## src/rtl/u8dw_pkg.sv

```systemverilog
package u8dw_pkg;

    localparam int COUNT_BITS = 16;
    localparam int SUM_BITS   = COUNT_BITS + 1;

    localparam logic [COUNT_BITS-1:0] COUNT_MAX = '1;

    localparam logic [7:0] ESC_BYTE   = 8'h1B;
    localparam logic [7:0] TILDE_BYTE = 8'h7E;

    typedef struct packed {
        logic [7:0] data;
        logic       last;
    } beat_t;

    typedef struct packed {
        logic       fire;
        logic       last;
        logic [1:0] cols;
    } step_t;

    function automatic logic [1:0] needed_after(input logic [7:0] b);
        logic [1:0] n;
        if (b[7:5] == 3'b110) begin
            n = 2'd1;
        end
        else if (b[7:4] == 4'b1110) begin
            n = 2'd2;
        end
        else if (b[7:3] == 5'b11110) begin
            n = 2'd3;
        end
        else begin
            n = 2'd0;
        end
        return n;
    endfunction

    function automatic logic [4:0] lead_bits(input logic [7:0] b, input logic [1:0] need);
        logic [4:0] v;
        case (need)
            2'd1:    v = b[4:0];
            2'd2:    v = {1'b0, b[3:0]};
            default: v = {2'b00, b[2:0]};
        endcase
        return v;
    endfunction

    function automatic logic is_term(input logic [7:0] b);
        return ((b >= 8'h41) && (b <= 8'h5A)) || ((b >= 8'h61) && (b <= 8'h7A))
            || (b == TILDE_BYTE);
    endfunction

    function automatic logic [1:0] cols_of(input logic [20:0] cp);
        logic [1:0] w;
        if ((cp < 21'h20) || ((cp >= 21'h7F) && (cp < 21'hA0))) begin
            w = 2'd0;
        end
        else if (((cp >= 21'h200B) && (cp <= 21'h200D))
              || ((cp >= 21'hFE00) && (cp <= 21'hFE0F))
              || ((cp >= 21'h0300) && (cp <= 21'h036F))
              || ((cp >= 21'h1AB0) && (cp <= 21'h1AFF))
              || ((cp >= 21'h1DC0) && (cp <= 21'h1DFF))
              || ((cp >= 21'h20D0) && (cp <= 21'h20FF))
              || ((cp >= 21'hFE20) && (cp <= 21'hFE2F))) begin
            w = 2'd0;
        end
        else if ((cp >= 21'h1F300) && (cp <= 21'h1FAFF)) begin
            w = 2'd2;
        end
        else if ((cp >= 21'h2600) && (cp <= 21'h27BF)) begin
            w = 2'd1;
        end
        else if (((cp >= 21'h1100) && (cp <= 21'h115F))
              || ((cp >= 21'h2E80) && (cp <= 21'hA4CF) && (cp != 21'h303F))
              || ((cp >= 21'hAC00) && (cp <= 21'hD7A3))
              || ((cp >= 21'hF900) && (cp <= 21'hFAFF))
              || ((cp >= 21'hFE10) && (cp <= 21'hFE19))
              || ((cp >= 21'hFE30) && (cp <= 21'hFE6F))
              || ((cp >= 21'hFF00) && (cp <= 21'hFF60))
              || ((cp >= 21'hFFE0) && (cp <= 21'hFFE6))
              || ((cp >= 21'h20000) && (cp <= 21'h2FFFD))
              || ((cp >= 21'h30000) && (cp <= 21'h3FFFD))) begin
            w = 2'd2;
        end
        else begin
            w = 2'd1;
        end
        return w;
    endfunction

    function automatic logic [1:0] cols_of_byte(input logic [7:0] b);
        return cols_of({13'b0, b});
    endfunction

endpackage

```

## src/rtl/u8dw_decode.sv

```systemverilog
module u8dw_decode (
    input  logic            clk,
    input  logic            rst_n,
    input  logic            fire,
    input  u8dw_pkg::beat_t beat,
    output u8dw_pkg::step_t step
);
    import u8dw_pkg::*;

    logic        esc_reg;
    logic        esc_next;
    logic [1:0]  need_reg;
    logic [1:0]  need_next;
    logic [7:0]  lead_reg;
    logic [7:0]  lead_next;
    logic [7:0]  held1_reg;
    logic [7:0]  held1_next;
    logic [7:0]  held2_reg;
    logic [7:0]  held2_next;
    logic [20:0] cp_reg;
    logic [20:0] cp_next;

    logic [7:0]  b;
    logic [1:0]  total;
    logic [1:0]  got;
    logic [1:0]  nb;
    logic [1:0]  main_cols;
    logic [1:0]  tail_total;
    logic [1:0]  tail_n;
    logic [1:0]  tail_cols;
    logic [1:0]  t1;
    logic [1:0]  t2;

    assign b = beat.data;

    always_comb
    begin
        esc_next   = esc_reg;
        need_next  = need_reg;
        lead_next  = lead_reg;
        held1_next = held1_reg;
        held2_next = held2_reg;
        cp_next    = cp_reg;
        main_cols  = 2'd0;
        total      = needed_after(lead_reg);
        got        = 2'(total + 2'd1 - need_reg);
        nb         = needed_after(b);

        if (need_reg != 2'd0)
        begin
            if (got == 2'd1)
            begin
                held1_next = b;
            end
            else if (got == 2'd2)
            begin
                held2_next = b;
            end
            cp_next   = {cp_reg[14:0], b[5:0]};
            need_next = need_reg - 2'd1;
            if (need_next == 2'd0)
            begin
                main_cols = cols_of(cp_next);
            end
        end
        else if (esc_reg)
        begin
            if (is_term(b))
            begin
                esc_next = 1'b0;
            end
        end
        else if (b == ESC_BYTE)
        begin
            esc_next = 1'b1;
        end
        else if (nb != 2'd0)
        begin
            need_next = nb;
            cp_next   = {16'b0, lead_bits(b, nb)};
            lead_next = b;
        end
        else
        begin
            main_cols = cols_of_byte(b);
        end

        // A cut-off sequence: the lead byte counts one column and the bytes held
        // after it are scanned again from a clean state.
        tail_total = needed_after(lead_next);
        tail_n     = 2'(tail_total + 2'd1 - need_next);
        t1         = (held1_next == ESC_BYTE) ? 2'd0 : cols_of_byte(held1_next);
        t2         = (held2_next == ESC_BYTE) ? 2'd0 : cols_of_byte(held2_next);
        case (tail_n)
            2'd2:
            begin
                tail_cols = 2'd1 + t1;
            end
            2'd3:
            begin
                if (held1_next == ESC_BYTE)
                begin
                    tail_cols = 2'd1;
                end
                else if (needed_after(held1_next) == 2'd1)
                begin
                    tail_cols = 2'd1 + cols_of({10'b0, held1_next[4:0], held2_next[5:0]});
                end
                else
                begin
                    tail_cols = 2'd1 + t1 + t2;
                end
            end
            default:
            begin
                tail_cols = 2'd1;
            end
        endcase

        step.fire = fire;
        step.last = beat.last;
        step.cols = (beat.last && (need_next != 2'd0)) ? tail_cols : main_cols;
    end

    always_ff @(posedge clk or negedge rst_n)
    begin
        if (!rst_n)
        begin
            esc_reg  <= 1'b0;
            need_reg <= 2'd0;
        end
        else if (fire)
        begin
            esc_reg  <= beat.last ? 1'b0 : esc_next;
            need_reg <= beat.last ? 2'd0 : need_next;
        end
    end

    always_ff @(posedge clk)
    begin
        if (fire)
        begin
            lead_reg  <= lead_next;
            held1_reg <= held1_next;
            held2_reg <= held2_next;
            cp_reg    <= cp_next;
        end
    end

endmodule

```

## src/rtl/u8dw_accum.sv

```systemverilog
module u8dw_accum (
    input  logic            clk,
    input  logic            rst_n,
    input  u8dw_pkg::step_t step,
    output logic            out_free,
    output logic            m_tvalid,
    input  logic            m_tready,
    output logic [15:0]     m_tdata,  // column_total[15:0]
    output logic            m_tuser   // count_saturated
);
    import u8dw_pkg::*;

    logic [COUNT_BITS-1:0] count_reg;
    logic                  sat_reg;
    logic                  out_valid_reg;
    logic                  out_valid_next;
    logic [15:0]           total_reg;
    logic                  sat_out_reg;

    logic [SUM_BITS-1:0]   sum;
    logic                  hit;
    logic [COUNT_BITS-1:0] count_next;
    logic                  sat_next;

    always_comb
    begin
        sum        = {1'b0, count_reg} + SUM_BITS'(step.cols);
        hit        = (sum >= {1'b0, COUNT_MAX});
        count_next = hit ? COUNT_MAX : sum[COUNT_BITS-1:0];
        sat_next   = sat_reg | hit;

        if (step.fire && step.last)
        begin
            out_valid_next = 1'b1;
        end
        else if (m_tready)
        begin
            out_valid_next = 1'b0;
        end
        else
        begin
            out_valid_next = out_valid_reg;
        end
    end

    assign out_free = !out_valid_reg || m_tready;
    assign m_tvalid = out_valid_reg;
    assign m_tdata  = total_reg;
    assign m_tuser  = sat_out_reg;

    always_ff @(posedge clk or negedge rst_n)
    begin
        if (!rst_n)
        begin
            count_reg     <= '0;
            sat_reg       <= 1'b0;
            out_valid_reg <= 1'b0;
        end
        else
        begin
            out_valid_reg <= out_valid_next;
            if (step.fire)
            begin
                count_reg <= step.last ? '0 : count_next;
                sat_reg   <= step.last ? 1'b0 : sat_next;
            end
        end
    end

    always_ff @(posedge clk)
    begin
        if (step.fire && step.last)
        begin
            total_reg   <= 16'(count_next);
            sat_out_reg <= sat_next;
        end
    end

endmodule

```

## src/rtl/utf8_display_width_counter_unit.sv

```systemverilog
// The final byte of a string is accepted into the input register; the result of the string
// then passes through the result register to m_tvalid.
// Throughput: one byte per cycle; the input side stalls only when a final byte meets a
// result register that is full and not being taken.
// Reset: rst_n is asynchronous and active low; it clears the valid flags, the decode state
// and the running count.
module utf8_display_width_counter_unit (
    input  logic        clk,
    input  logic        rst_n,
    input  logic        s_tvalid,
    output logic        s_tready,
    input  logic [7:0]  s_tdata,  // data_byte[7:0]
    input  logic        s_tlast,  // last_byte
    output logic        m_tvalid,
    input  logic        m_tready,
    output logic [15:0] m_tdata,  // column_total[15:0]
    output logic        m_tuser   // count_saturated
);
    import u8dw_pkg::*;

    logic  in_valid_reg;
    logic  in_valid_next;
    beat_t in_beat_reg;
    logic  fire;
    logic  out_free;
    step_t step;

    assign fire     = in_valid_reg && (!in_beat_reg.last || out_free);
    assign s_tready = !in_valid_reg || fire;

    always_comb
    begin
        if (s_tvalid && s_tready)
        begin
            in_valid_next = 1'b1;
        end
        else if (fire)
        begin
            in_valid_next = 1'b0;
        end
        else
        begin
            in_valid_next = in_valid_reg;
        end
    end

    always_ff @(posedge clk or negedge rst_n)
    begin
        if (!rst_n)
        begin
            in_valid_reg <= 1'b0;
        end
        else
        begin
            in_valid_reg <= in_valid_next;
        end
    end

    always_ff @(posedge clk)
    begin
        if (s_tvalid && s_tready)
        begin
            in_beat_reg.data <= s_tdata;
            in_beat_reg.last <= s_tlast;
        end
    end

    u8dw_decode u_decode (
        .clk   (clk),
        .rst_n (rst_n),
        .fire  (fire),
        .beat  (in_beat_reg),
        .step  (step)
    );

    u8dw_accum u_accum (
        .clk      (clk),
        .rst_n    (rst_n),
        .step     (step),
        .out_free (out_free),
        .m_tvalid (m_tvalid),
        .m_tready (m_tready),
        .m_tdata  (m_tdata),
        .m_tuser  (m_tuser)
    );

endmodule

```

## config.mk

```make
export PLATFORM = sky130hd
export DESIGN_NAME = utf8_display_width_counter_unit
export DESIGN_NICKNAME = d
export VERILOG_FILES = /design/src/rtl/u8dw_pkg.sv /design/src/rtl/u8dw_decode.sv /design/src/rtl/u8dw_accum.sv /design/src/rtl/utf8_display_width_counter_unit.sv
export SDC_FILE = /design/constraint.sdc
export NUM_CORES = 1
export LEC_CHECK = 0
export BUFFER_PORTS_ARGS = -buffer_cell sky130_fd_sc_hd__buf_2
export CORE_ASPECT_RATIO = 1.1
export CORE_UTILIZATION = 66
export DETAILED_ROUTE_END_ITERATION = 7
export GPL_ROUTABILITY_DRIVEN = 0
export PLACE_DENSITY_LB_ADDON = 0.05
export SETUP_SLACK_MARGIN = 0.05
export SYNTH_ARGS = -nofsm -noshare
export SYNTH_HDL_FRONTEND = slang
export SYNTH_SLANG_ARGS = --single-unit
```

## constraint.sdc

```tcl
create_clock -name clk -period 16.5 [get_ports clk]
set_input_delay 2.475 -clock clk [delete_from_list [all_inputs] [get_ports clk]]
set_output_delay 2.475 -clock clk [all_outputs]
set_load 0.01 [all_outputs]
```

== Word level (Yosys, flattened, before mapping) ==
Index checks and enable logic that the tools add are counted.
Storage, ports and cells
  word-level logic and storage cells: 254
  input port bits: 13
  register bits: 87
Cells by class
  equality and inequality tests: 27
  muxes and demuxes: 69
  reduce and logical (&&, ||, !) cells: 70
  add/subtract/negate cells: 9
  bitwise gates (word level): 4
  $lt $le $gt $ge: 60
Operators by type and width (number)
  21-bit by 16-bit <= comparator with 1-bit output (second input constant): 9
  21-bit by 16-bit greater-or-equal comparator with 1-bit output (second input constant): 8
  21-bit by 14-bit greater-or-equal comparator with 1-bit output (second input constant): 4
  2-bit two-way mux: 36
  8-bit two-way mux: 9
  21-bit by 13-bit greater-or-equal comparator with 1-bit output (second input constant): 3
  21-bit by 13-bit <= comparator with 1-bit output (second input constant): 3
  21-bit by 14-bit <= comparator with 1-bit output (second input constant): 3
  15-bit two-way mux: 4
  21-bit by 18-bit greater-or-equal comparator with 1-bit output (second input constant): 2
  21-bit by 18-bit <= comparator with 1-bit output (second input constant): 2
  8-bit by 7-bit greater-or-equal comparator with 1-bit output (second input constant): 5
  1-bit logical AND: 32
  16-bit two-way mux: 2
  1-bit logical OR: 25
  8-bit by 5-bit equality test with 1-bit output (second input constant): 3
  8-bit by 6-bit < comparator with 1-bit output (second input constant): 3
  8-bit < comparator (second input constant): 3
  21-bit by 10-bit greater-or-equal comparator with 1-bit output (second input constant): 1
  21-bit by 17-bit greater-or-equal comparator with 1-bit output (second input constant): 1
  21-bit by 7-bit greater-or-equal comparator with 1-bit output (second input constant): 1
  21-bit by 10-bit <= comparator with 1-bit output (second input constant): 1
  21-bit by 17-bit <= comparator with 1-bit output (second input constant): 1
  21-bit by 6-bit < comparator with 1-bit output (second input constant): 1
  34 further kinds: 77

== Depth between registers and ports, before layout ==
Gate-level depths: netlist of the first run.
  word-level depth: 30
  mapped depth: 28

== Cells and area by module ==
Synthesis of the first run repeated with hierarchy kept, for this count alone.
Second synthesis, totals
  cell total of the unflattened synthesis: 516
  area, all modules: 5301.3 um^2
Modules (own cells, without submodules)
  u8dw_decode: times used 1, cells each 340, area each 3111.7 um^2, seq. area each 1156.1 um^2
  u8dw_accum: times used 1, cells each 161, area each 1848.0 um^2, seq. area each 960.9 um^2
  utf8_display_width_counter_unit: times used 1, cells each 15, area each 341.6 um^2, seq. area each 295.3 um^2

== Worst setup path after synthesis of the first run ==
Ideal clock, no wire load.
  path kind: reg2reg
  start point: register in_beat_reg[6] (netlist name)
  end point: register u_accum.total_reg[2], in the netlist u_accum.m_tdata[2], data pin
  stages on the path, launching flop included: 26
  library setup time: 0.264 ns
  data arrival time: 5.312 ns
  slack: 10.924 ns
  path buffers: 4
  required time: 16.236 ns
  cell sequence: edfxtp_1 > clkbuf_1 > buf_6 > o21ai_0 > nand3_1 > ha_1 > nor3_1 > nand2_1 > mux2_2 > nand2b_1 > a221oi_1 > ha_1 > o211ai_1 > nor4_2 > a211oi_1 > ha_1 > inv_1 > fa_1 > nand3b_1 > nor2_1 > xor2_1 > nor4b_1 > o211ai_1 > clkbuf_1 > clkbuf_1 > nand2_1
On the way
  elaborated cells on any way between the ends: 176
  those cells by class: add/sub: 6; order compare: 56; eq/ne: 16; mux: 49; reduce/logical: 49
RTL lines
  from (decl): RTL line utf8_display_width_counter_unit.sv:23  | beat_t in_beat_reg;
  5-bit equality test: RTL line u8dw_pkg.sv:30  | else if (b[7:3] == 5'b11110) begin
  2-bit two-way mux: RTL line u8dw_pkg.sv:30
  2-bit two-way mux: RTL line u8dw_pkg.sv:27  | else if (b[7:4] == 4'b1110) begin
  2-bit two-way mux: RTL line u8dw_pkg.sv:24  | if (b[7:5] == 3'b110) begin
  2-bit nonzero test: RTL line u8dw_decode.sv:77  | else if (nb != 2'd0)
  8-bit two-way mux: RTL line u8dw_decode.sv:77
  8-bit two-way mux (*): RTL line u8dw_decode.sv:73  | else if (b == ESC_BYTE)
  8-bit two-way mux (*): RTL line u8dw_decode.sv:66  | else if (esc_reg)
  [... 1 more ...]
  named net u_decode.lead_next[3]: RTL line u8dw_decode.sv:15  | logic [7:0] lead_next;
  [... 5 more ...]
  2-bit subtractor (*): RTL line u8dw_decode.sv:91  | tail_n = 2'(tail_total + 2'd1 - need_next);
  2-bit equality test: RTL line u8dw_decode.sv:94  | case (tail_n)
  2-bit case mux with 2 select lines (*): RTL line u8dw_decode.sv:94
  2-bit two-way mux (*): RTL line u8dw_decode.sv:122  | step.cols = (beat.last && (need_next != 2'd0)) ? tail_cols : main_cols;
  16-bit by 2-bit adder with 17-bit output (*): RTL line u8dw_accum.sv:27  | sum = {1'b0, count_reg} + SUM_BITS'(step.cols);
  17-bit by 16-bit greater-or-equal comparator with 1-bit output: RTL line u8dw_accum.sv:28  | hit = (sum >= {1'b0, COUNT_MAX});
  16-bit two-way mux (*): RTL line u8dw_accum.sv:29  | count_next = hit ? COUNT_MAX : sum[COUNT_BITS-1:0];
  named net u_accum.count_next[2]: RTL line u8dw_accum.sv:22  | logic [COUNT_BITS-1:0] count_next;
  to (signal assigned): RTL line u8dw_accum.sv:74  | total_reg <= 16'(count_next);
  to (decl): RTL line u8dw_accum.sv:17  | logic [15:0] total_reg;
The timed path passes the listed nets; every way through them passes the cells marked *. The select of a mux whose other input is x is not followed.
A chain may end at the register's enable or synchronous reset.

== Final worst setup path of the first run ==
  start point: register in_beat_reg[5] (netlist name)
  end point: register u_accum.count_reg[5]
On the way
  elaborated cells on any way between the ends: 175
  those cells by class: add/sub: 6; order compare: 56; eq/ne: 14; mux: 50; reduce/logical: 49
RTL lines
  5-bit equality test: RTL line u8dw_pkg.sv:30
  2-bit two-way mux: RTL line u8dw_pkg.sv:30
  2-bit two-way mux: RTL line u8dw_pkg.sv:27
  2-bit two-way mux: RTL line u8dw_pkg.sv:24
  2-bit nonzero test: RTL line u8dw_decode.sv:77
  8-bit two-way mux: RTL line u8dw_decode.sv:77
  8-bit two-way mux (*): RTL line u8dw_decode.sv:73
  8-bit two-way mux (*): RTL line u8dw_decode.sv:66
  [... 1 more ...]
  named net u_decode.lead_next[3]: RTL line u8dw_decode.sv:15
  [... 5 more ...]
  2-bit subtractor (*): RTL line u8dw_decode.sv:91
  2-bit equality test: RTL line u8dw_decode.sv:94
  2-bit case mux with 2 select lines (*): RTL line u8dw_decode.sv:94
  2-bit two-way mux (*): RTL line u8dw_decode.sv:122
  16-bit by 2-bit adder with 17-bit output (*): RTL line u8dw_accum.sv:27
  17-bit by 16-bit greater-or-equal comparator with 1-bit output: RTL line u8dw_accum.sv:28
  16-bit two-way mux (*): RTL line u8dw_accum.sv:29
  16-bit two-way mux (*): RTL line u8dw_accum.sv:64  | count_reg <= step.last ? '0 : count_next;
  to (signal assigned): RTL line u8dw_accum.sv:64
  to (decl): RTL line u8dw_accum.sv:13  | logic [COUNT_BITS-1:0] count_reg;
Marked as above.

==> impl_metrics.env, run 1 <==
export IMPL_p_int_mw=0.333
export IMPL_fin_setup_tns_ps=0
export IMPL_fin_crit_sh_pct=42.1
export IMPL_synth_cell_types=78
export IMPL_netSwitchingFraction_pct=31.2
export IMPL_max_stage_delay_ps=670
export IMPL_clkSinkCount=84
export IMPL_ys_flop_type="edfxtp_1"
export IMPL_drive_gt1_share_pct=15.1
export IMPL_ys_seq_area_share_pct=44.5
export IMPL_die_area_um2=8580
export IMPL_hold_path_class="flop to flop"
export IMPL_fin_ws_ps=9560
export IMPL_slew_headroom_pct=26.2
export IMPL_synth_edf_count=62
export IMPL_cts_hold_buf=0
export IMPL_hold_violations=0
export IMPL_grtUsageTotal_pct=32.4
export IMPL_num_vias=4717
export IMPL_cp_num_buf_inv=1
export IMPL_status="completed"
export IMPL_p_total_mw=0.484
export IMPL_switching_power_mw=0.151
export IMPL_multi_input_area_um2=2770
export IMPL_cp_required_ps=16750
export IMPL_nNetsFinal=599
export IMPL_slowest_stage="edfxtp_1"
export IMPL_p_per_area_nw_per_um2=84.1
export IMPL_wl_um=13300
export IMPL_ys_ff_latch=84
export IMPL_final_cell_area_um2=5760
export IMPL_drc=0
export IMPL_post_cts_repair_setup_buffers=0
export IMPL_cts_resized=0
export IMPL_grt_ovfl_total=0
export IMPL_tightest_slew_ps=1110
export IMPL_maxCapViolCount=0
export IMPL_clk_latency_ps=360
export IMPL_cts_buffer_depth=2
export IMPL_worstPathCellList="inv_1, o21ai_0, nand3_1, ha_1, nor3_1, nand2_1, mux2_2, nand2b_1, a221oi_1, ha_1, xor2_1, nand2_1, nor4_2, a221oi_1, fa_1, nand3b_1, nor3_1, and4b_1, a21oi_1, o211ai_1, and2_0, a311oi_1"
export IMPL_io_buffer_count=31
export IMPL_antenna_found_initial=0
export IMPL_avgSynthCellArea_um2=9.53
export IMPL_grt_pass1_wl_um=21400
export IMPL_async_flop_share_pct=26.2
export IMPL_dpl_cell_area_um2=5570
export IMPL_comb_power_share_pct=15.5
export IMPL_drt_iter0_drc=534
export IMPL_critPathMaxFanout=16
export IMPL_grt_pass1_vias=4382
export IMPL_vdd_ir_drop_max_mv=0.0747
export IMPL_first_pass_iters=6
export IMPL_max_freq_mhz=144
export IMPL_regArea_um2=2410
export IMPL_rsz0062_at_grt="no"
export IMPL_mostFrequentLayoutCell="nand2_1"
export IMPL_synth_warnings=0
export IMPL_dpl_hpwl_um=9520
export IMPL_antenna_cells=0
export IMPL_synthCells=569
export IMPL_cts_buffers=9
export IMPL_ant_nets=0
export IMPL_report_final_slew_viol_count=0
export IMPL_worst_ep_arrival_time_ps=7200
export IMPL_io_pins=32
export IMPL_rows=34
export IMPL_setup_viol=0
export IMPL_clockPowerShare_pct=30.3
export IMPL_core_area_um2=7960
export IMPL_die_w_um=88.4
export IMPL_htreeDepth=3
export IMPL_nFillCells=593
export IMPL_layout_common_cells="nand2_1, edfxtp_1, nor2_1, buf_2"
export IMPL_clkSlewWorstSetupHoldPaths_ps=100
export IMPL_initial_core_util_pct=68.2
export IMPL_clock_skew_ps=10.1
export IMPL_vias_per_cell=6.83
export IMPL_syn_nets=590
export IMPL_dp_slack_ps=9720
export IMPL_p_leak_nw=2.18
export IMPL_area_growth_pct=6.23
export IMPL_syn_area_um2=5420
export IMPL_die_h_um=97.1
export IMPL_whs_ps=500
export IMPL_cts_tree="done"
export IMPL_critPathTopFamily="simple AND/OR/NAND/NOR gates"
export IMPL_p_seq_share_pct=54.2
export IMPL_ctsRootBufferMaster="clkbuf_8"
export IMPL_grt_max_degree=28
export IMPL_start_kind="flop"
export IMPL_worstSetupEndpointType="flop"
export IMPL_fin_crit_ps=6940
export IMPL_path_class="flop to flop"
export IMPL_wl_per_cell_um=19.2
## power by group through the flow
| stage | logic (mW) | clock network, mW | registers [mW] |
|---|---|---|---|
| global placement | 0.0725 | 0 | 0.266 |
| floorplan | 0.0597 | 0 | 0.258 |
| finish | 0.0750 | 0.147 | 0.263 |
| global route | 0.0821 | 0.156 | 0.264 |
| detailed placement | 0.0734 | 0 | 0.266 |
| CTS | 0.0740 | 0.149 | 0.262 |
## per-stage QoR
step	std cells	util [%]
2_1_floorplan	569	-
3_3_place_gp	675	70.0
3_5_place_dp	675	70.0
4_1_cts	691	72.4
5_1_grt	691	72.4
6_report	691	72.4
## worst register-to-register path: stages (launching register included)
cell      delay [ps]
edfxtp_1         670
inv_1            240
o21ai_0          260
nand3_1          140
ha_1             280
nor3_1           380
nand2_1          320
mux2_2           360
nand2b_1         140
a221oi_1         300
ha_1             220
xor2_1           140
nand2_1          110
nor4_2           310
a221oi_1         190
fa_1             470
nand3b_1         290
nor3_1           440
and4b_1          250
a21oi_1          220
o211ai_1         360
and2_0           400
a311oi_1         350
## metal layers
layer	vias to the layer above	part of all wire (%)	GRT usage (%)
met3	65	9.4	6.37
met4	0	3.9	14.5
met2	309	49	52.2
met1	2175	38	42.0
li1	2168	-	-
met5	-	0	0
## synth_stat cells (all sizes together) (4+ instances only)
cell | instances | share of area, %
nor2 | 50 | 3.5
a211oi | 5 | 0.69
buf | 11 | 1.5
clkbuf | 26 | 1.8
a22o | 5 | 0.81
inv | 16 | 1.1
nor4 | 10 | 1.5
mux2i | 4 | 0.74
dfrtp | 22 | 10
mux2 | 17 | 3.7
a21oi | 28 | 2.6
nor2b | 12 | 1.4
a31oi | 6 | 0.69
a311oi | 8 | 1.3
nand4b | 4 | 0.92
nand2 | 70 | 4.9
nand2b | 10 | 1.2
o211ai | 5 | 0.69
or3 | 7 | 0.81
nor3b | 4 | 0.65
nor3 | 25 | 2.5
nand4 | 14 | 1.9
ha | 7 | 1.6
nor4b | 4 | 0.76
and3 | 10 | 1.2
xor2 | 6 | 0.97
and2 | 5 | 0.58
edfxtp | 62 | 34
xnor2 | 7 | 1.1
o31ai | 7 | 0.97
a221oi | 4 | 0.65
o21ai | 29 | 2.7
nand3 | 21 | 2.0
## layout make-up
type	instances	area share (%)
clock inverters	7	1.26
flip-flops and latches	84	41.9
inverters	17	1.11
clock buffers	9	2.15
repair buffers	35	3.21
multi-input cells	431	48.1
well taps	108	2.35
## worst paths after layout
check | cells after the start | startpoint | to | slack [ps]
max | 22 | in_beat_reg[5]$_DFFE_PP_ | u_accum.count_reg[5]$_DFFE_PN0P_ | 9560
min in group asynchronous | 1 | rst_n | u_accum.sat_reg$_DFFE_PN0P_ | 2060
min reg2reg | 2 | u_accum.sat_reg$_DFFE_PN0P_ | u_accum.sat_reg$_DFFE_PN0P_ | 500
max in group asynchronous | 1 | rst_n | u_accum.count_reg[15]$_DFFE_PN0P_ | 14090
max reg2reg | 22 | in_beat_reg[5]$_DFFE_PP_ | u_accum.count_reg[5]$_DFFE_PN0P_ | 9560
min | 2 | u_accum.sat_reg$_DFFE_PN0P_ | u_accum.sat_reg$_DFFE_PN0P_ | 500
## logic make-up (layout without fill, tap and decap cells)
group,Yosys count,in the layout,share of synthesized area (%)
and+or+nand+nor,262,262,26.4
AOI/OAI and AO/OA,127,127,16.1
DFF,84,84,44.5
buffers and inverters,54,68,4.47
muxes,21,21,4.41
xor gates and xnor gates,13,13,2.10
adders and majority gates,8,8,1.98
(Power assumes the default switching activity.)
==> inputs of run 2 (changes only) <==
ABC_AREA = 1   (was default)
CORE_UTILIZATION = 56   (was 66)
clock period = 5.99 ns   (was 16.5 ns; I/O delays follow)
==> run 2 against run 1 <==
Effect of this change: register-to-register slack worse by 9000 ps; sequential power rose to 2.7 times the previous value; maximum frequency up 27%; via count up 14%; first-iteration DRC count down 19%; flip-flop and latch count unchanged; worst hold slack better by 10 ps; combinational power rose to 3.5 times the previous value; sequential share of layout area down 3.6 points; worst setup slack worse by 9000 ps.
==> impl_metrics.env, run 2 <==
export IMPL_io_buffer_count=31
export IMPL_multi_input_area_um2=2830
export IMPL_grt_pass1_vias=5173
export IMPL_ys_ff_latch=84
export IMPL_clkSinkCount=84
export IMPL_first_pass_iters=5
export IMPL_drive_gt1_share_pct=15.5
export IMPL_syn_nets=794
export IMPL_final_cell_area_um2=6300
export IMPL_yosysMostFrequentCell="nand2_1"
export IMPL_nFillCells=911
export IMPL_rr_worst_depth=38
export IMPL_tightest_slew_ps=1170
export IMPL_avgSynthCellArea_um2=7.48
export IMPL_worst_ep_arrival_time_ps=5770
export IMPL_placedCellCount=914
export IMPL_maxCapViolCount=0
export IMPL_ys_seq_area_share_pct=41.7
export IMPL_grt_max_degree=35
export IMPL_cts_buffers=9
export IMPL_p_per_area_nw_per_um2=221
export IMPL_drc=0
export IMPL_slowest_stage="edfxtp_1"
export IMPL_synthCells=773
export IMPL_clock_skew_ps=12.1
export IMPL_globalRouteMet3Util_pct=4.14
export IMPL_die_h_um=109
export IMPL_dpl_cell_area_um2=6040
export IMPL_synth_cell_types=52
export IMPL_cp_num_buf_inv=6
export IMPL_layoutNonFillerInstCount=938
export IMPL_wl_um=15000
export IMPL_ys_flop_type="edfxtp_1"
export IMPL_core_area_um2=9940
export IMPL_nNetsFinal=834
export IMPL_regArea_um2=2410
export IMPL_crit_reg2reg_launch="u_decode.lead_reg[3]$_DFFE_PP_"
export IMPL_fin_crit_sh_pct=91.5
export IMPL_vdd_ir_drop_max_mv=0.139
export IMPL_ant_nets=0
export IMPL_antenna_found_initial=0
export IMPL_whs_endpoint="u_decode.esc_reg$_DFFE_PN0P_"
export IMPL_mostFrequentLayoutCell="nand2_1"
export IMPL_synth_edf_count=62
export IMPL_ctsRootBufferMaster="clkbuf_8"
export IMPL_cp_required_ps=6280
export IMPL_rrSetupSlack_ps=510
export IMPL_p_leak_nw=3.09
export IMPL_rows=38
export IMPL_initial_core_util_pct=58.2
export IMPL_grt_pass1_wl_um=24000
export IMPL_num_vias=5386
export IMPL_area_growth_pct=8.92
export IMPL_path_class="flop to flop"
export IMPL_min_from="u_decode.esc_reg$_DFFE_PN0P_"
export IMPL_hold_path_class="flop to flop"
export IMPL_synthTopCellsByCount="nand2_1, inv_1, nor2_1, edfxtp_1, nand3_1"
export IMPL_cp_common_cell="nand2_1"
export IMPL_met2_usage_pct=49.0
export IMPL_async_flop_share_pct=26.2
export IMPL_fin_setup_tns_ps=0
export IMPL_grt_ovfl_total=0
export IMPL_die_area_um2=10700
export IMPL_io_pins=32
export IMPL_ys_top_cells_by_area="edfxtp_1, nand2_1, dfrtp_1"
export IMPL_critPathTopFamily="simple AND/OR/NAND/NOR gates"
export IMPL_met1_usage_pct=35.9
export IMPL_synth_top_area_share_pct=32.2
export IMPL_start_kind="flop"
export IMPL_htreeDepth=3
export IMPL_clk_latency_ps=370
export IMPL_vias_per_cell=5.74
export IMPL_post_cts_repair_setup_buffers=0
export IMPL_grtUsageTotal_pct=28.7
export IMPL_p_total_mw=1.39
export IMPL_die_w_um=98.9
export IMPL_yosysTopAreaCell="edfxtp_1"
export IMPL_rsz0062_at_grt="no"
export IMPL_fin_crit_ps=5480
export IMPL_critPathMaxFanout=12
export IMPL_status="completed"
export IMPL_min_path_cells=1
export IMPL_slew_headroom_pct=21.8
export IMPL_worstSetupEndpointType="flop"
export IMPL_setup_viol=0
export IMPL_wl_per_cell_um=15.9
export IMPL_layout_common_cells="nand2_1, inv_1, nor2_1, nand3_1, edfxtp_1"
export IMPL_hold_violations=0
export IMPL_dpl_hpwl_um=11100
export IMPL_cts_tree="done"
export IMPL_syn_area_um2=5780
export IMPL_max_stage_delay_ps=420
export IMPL_busiest_layer="met2"
export IMPL_cts_buffer_depth=2
export IMPL_synth_warnings=0
export IMPL_clkSlewWorstSetupHoldPaths_ps=90
export IMPL_report_final_slew_viol_count=0
export IMPL_cts_hold_buf=0
export IMPL_cts_resized=0
export IMPL_r2r_end="u_accum.count_reg[6]$_DFFE_PN0P_"
export IMPL_drt_iter0_drc=434
export IMPL_max_freq_mhz=183
export IMPL_antenna_cells=0
[run 2: where the power goes]
part | total, mW | internal, mW | switching [mW]
sequential | 0.710 | 0.678 | 0.0314
combinational | 0.266 | 0.0813 | 0.184
clock | 0.415 | 0.197 | 0.219
total | 1.39 | 0.956 | 0.434
[run 2: area by class of cell]
class | instances | share of cell area, %
clock inverters | 6 | 1.13
well taps | 120 | 2.38
flip-flops and latches | 84 | 38.3
clock buffers | 10 | 2.03
multi-input cells | 553 | 44.9
repair buffers | 44 | 4.01
inverters | 121 | 7.23
[run 2: worst max path at each step]
| stage | slack (ps) | from | cells past startpoint | end |
|---|---|---|---|---|
| 2_1_floorplan | 1300 | u_decode.lead_reg[3]$_DFFE_PP_ | 34 | u_accum.m_tdata[13]$_DFFE_PP_ |
| 3_3_place_gp | 430 | in_beat_reg[6]$_DFFE_PP_ | 36 | u_accum.count_reg[2]$_DFFE_PN0P_ |
| 4_1_cts | 280 | in_beat_reg[6]$_DFFE_PP_ | 34 | u_accum.count_reg[9]$_DFFE_PN0P_ |
| 3_5_place_dp | 300 | in_beat_reg[6]$_DFFE_PP_ | 34 | u_accum.count_reg[10]$_DFFE_PN0P_ |
| 6_report | 510 | u_decode.lead_reg[3]$_DFFE_PP_ | 38 | u_accum.count_reg[6]$_DFFE_PN0P_ |
| 5_1_grt | 40 | u_decode.lead_reg[3]$_DFFE_PP_ | 38 | u_accum.count_reg[8]$_DFFE_PN0P_ |
[run 2: cell families (layout without fill, tap and decap cells)]
logic type	count (synthesis)	after routing	synth area share, %
compound gates	75	75	8.03
xor+xnor	6	6	0.909
fa+ha+maj	8	8	1.86
buf+inv	136	181	9.37
flops	84	84	41.7
simple gates	464	464	38.1
[run 2: layer usage]
metal  up-vias  part of all wire, %
li1       2607                    -
met1      2479                   41
met2       249                   49
met3        51                  6.3
met4         0                  3.8
met5         -                    0
[run 2: metrics by stage]
| step | util [%] | setup WS (ps) | hold slack, ps |
|---|---|---|---|
| 2_1_floorplan | - | 1300 | 454 |
| 3_3_place_gp | 60.8 | 425 | 473 |
| 3_5_place_dp | 60.8 | 295 | 492 |
| 4_1_cts | 62.8 | 281 | 503 |
| 5_1_grt | 63.4 | 42.8 | 525 |
| 6_report | 63.4 | 511 | 510 |
==> inputs of run 3 (changes only) <==
CAP_MARGIN = 10   (was default)
CORE_UTILIZATION = 62   (was 56)
clock period = 6.2 ns   (was 5.99 ns; I/O delays follow)
==> run 3 against run 2 <==
Effect of this change: die area is 9.5% lower; global-route usage is 2.7 points higher; critical path type unchanged; worst setup slack better by 300 ps; register-to-register slack better by 300 ps; design area is 0.26% lower; power is 3.0% lower; non-clock buffer count is 5 lower; combinational power is 4% lower; highest routed layer unchanged; critical path depth stayed put; final cell count is 1.2% lower.
==> impl_metrics.env, run 3 (same netlist as run 2, synthesis figures left out) <==
export IMPL_vias_per_cell=5.78
export IMPL_critPathMaxFanout=16
export IMPL_die_w_um=94.1
export IMPL_status="completed"
export IMPL_dpl_hpwl_um=10700
export IMPL_io_buffer_count=31
export IMPL_rsz0062_at_grt="no"
export IMPL_cts_tree="done"
export IMPL_initial_core_util_pct=64.5
export IMPL_p_int_mw=0.939
export IMPL_cts_buffers=9
export IMPL_fin_crit_ps=5390
export IMPL_clkSinkCount=84
export IMPL_layout_common_cells="nand2_1, inv_1, nor2_1, nand3_1, edfxtp_1"
export IMPL_maxCapViolCount=0
export IMPL_p_total_mw=1.35
export IMPL_wl_um=14500
export IMPL_antenna_found_initial=0
export IMPL_slowest_stage="edfxtp_1"
export IMPL_p_seq_share_pct=50.9
export IMPL_grtUsageTotal_pct=31.5
export IMPL_clockPowerShare_pct=30.3
export IMPL_max_freq_mhz=186
export IMPL_core_area_um2=8960
export IMPL_wl_per_cell_um=15.6
export IMPL_fin_setup_tns_ps=0
export IMPL_nNetsFinal=829
export IMPL_die_area_um2=9720
export IMPL_area_growth_pct=8.63
export IMPL_cts_buffer_depth=2
export IMPL_switching_power_mw=0.410
export IMPL_vdd_ir_drop_max_mv=0.172
export IMPL_cts_hold_buf=0
export IMPL_htreeDepth=3
export IMPL_clkSlewWorstSetupHoldPaths_ps=80
export IMPL_drc=0
export IMPL_slew_headroom_pct=21.7
export IMPL_startpoint="u_decode.lead_reg[7]$_DFFE_PP_"
export IMPL_nFillCells=724
export IMPL_mostFrequentLayoutCell="nand2_1"
export IMPL_hold_violations=0
export IMPL_worstSetupEndpointType="flop"
export IMPL_max_stage_delay_ps=440
export IMPL_num_vias=5360
export IMPL_hold_path_class="flop to flop"
export IMPL_drive_gt1_share_pct=15.1
export IMPL_grt_pass1_vias=5059
export IMPL_ctsRootBufferMaster="clkbuf_8"
export IMPL_report_final_slew_viol_count=0
export IMPL_path_class="flop to flop"
export IMPL_rows=36
export IMPL_setup_viol=0
export IMPL_grt_ovfl_total=0
export IMPL_ant_nets=0
export IMPL_worst_ep_arrival_time_ps=5620
export IMPL_grt_max_degree=35
export IMPL_netSwitchingFraction_pct=30.4
export IMPL_clk_latency_ps=360
export IMPL_cp_common_cell="nand2_1"
export IMPL_crit_reg2reg_launch="u_decode.lead_reg[7]$_DFFE_PP_"
export IMPL_comb_power_share_pct=18.9
export IMPL_p_per_area_nw_per_um2=215
export IMPL_die_h_um=103
export IMPL_start_kind="flop"
export IMPL_placedCellCount=907
export IMPL_cp_required_ps=6430
export IMPL_first_pass_iters=7
export IMPL_antenna_cells=0
export IMPL_p_leak_nw=3.10
export IMPL_layoutNonFillerInstCount=927
export IMPL_drt_iter0_drc=470
export IMPL_tightest_slew_ps=1170
export IMPL_io_pins=32
export IMPL_min_from="u_decode.esc_reg$_DFFE_PN0P_"
export IMPL_clock_skew_ps=8.43
export IMPL_grt_pass1_wl_um=23300
export IMPL_fin_crit_sh_pct=86.9
run 3: cell types whose count changed in the layout (fill, tap and decap cells not counted):
cell | before | now
clkinv_4 | 1 | 2
clkbuf_1 | 1 | 0
inv_6 | 2 | 0
clkinv_2 | 1 | 3
buf_12 | 0 | 1
clkbuf_16 | 0 | 2
bufinv_16 | 1 | 0
buf_4 | 13 | 7
clkinvlp_4 | 2 | 0
clkbuf_8 | 9 | 10
run 3: power groups by stage:
stage | Sequential, mW | Combinational, mW | Clock, mW
after floorplan | 0.690 | 0.185 | 0
after global placement | 0.697 | 0.243 | 0
after detailed placement | 0.698 | 0.246 | 0
after CTS | 0.686 | 0.249 | 0.415
after global routing | 0.689 | 0.289 | 0.435
final | 0.686 | 0.255 | 0.408
run 3: final cells by class:
cell class                 instances  area [um2]  area share [%]
clock buffer                      12         188            2.99
multi-input combinational        553        2830            45.0
inverter                         121         455            7.25
sequential                        84        2410            38.4
timing repair buffer              39         228            3.63
tap                              114         143            2.27
clock inverter                     4        27.5           0.438
run 3: timing repair:
item                                    CTS  global route
buffers inserted                          0             4
endpoints found under the setup margin    0            32
resized for setup                         0             0
run 3: per-stage QoR:
stage               instance area [um2]  hold WS (ps)  util [%]  worst slack, ps
finish                             6280           502      70.1              810
global route                       6280           513      70.1              123
CTS                                6240           495      69.6              503
detailed placement                 6020           484      67.2              510
global placement                   6020           469      67.2              728
floorplan                          5780           454         -             1510
run 3: worst paths after layout:
| kind | cells after the start | endpoint | slack (ps) |
|---|---|---|---|
| worst min register to register | 1 | u_decode.esc_reg$_DFFE_PN0P_ | 500 |
| max in group asynchronous | 1 | u_decode.esc_reg$_DFFE_PN0P_ | 5320 |
| worst min-delay path | 1 | u_decode.esc_reg$_DFFE_PN0P_ | 500 |
| worst max register to register | 38 | u_accum.count_reg[9]$_DFFE_PN0P_ | 810 |
| worst max-delay path | 38 | u_accum.count_reg[9]$_DFFE_PN0P_ | 810 |
| min in group asynchronous | 1 | u_accum.count_reg[4]$_DFFE_PN0P_ | 530 |
run 3: routing by layer:
metal / wire length [um] / global-route usage [%] / up-vias
li1: - / - / 2602
met1: 5760 / 38.9 / 2410
met2: 6970 / 53.2 / 294
met3: 1210 / 5.41 / 54
met4: 534 / 16.3 / 0
met5: 0 / 0 / -
run 3: worst max-delay path: cells and delay by family, from the launching register on:
kind	cells	cell delay [ps]
AO/OA/AOI/OAI	4	630
flip-flops	1	440
adder cells (fa/ha/maj)	4	1040
buffers and inverters	5	450
AND/OR/NAND/NOR	25	2700
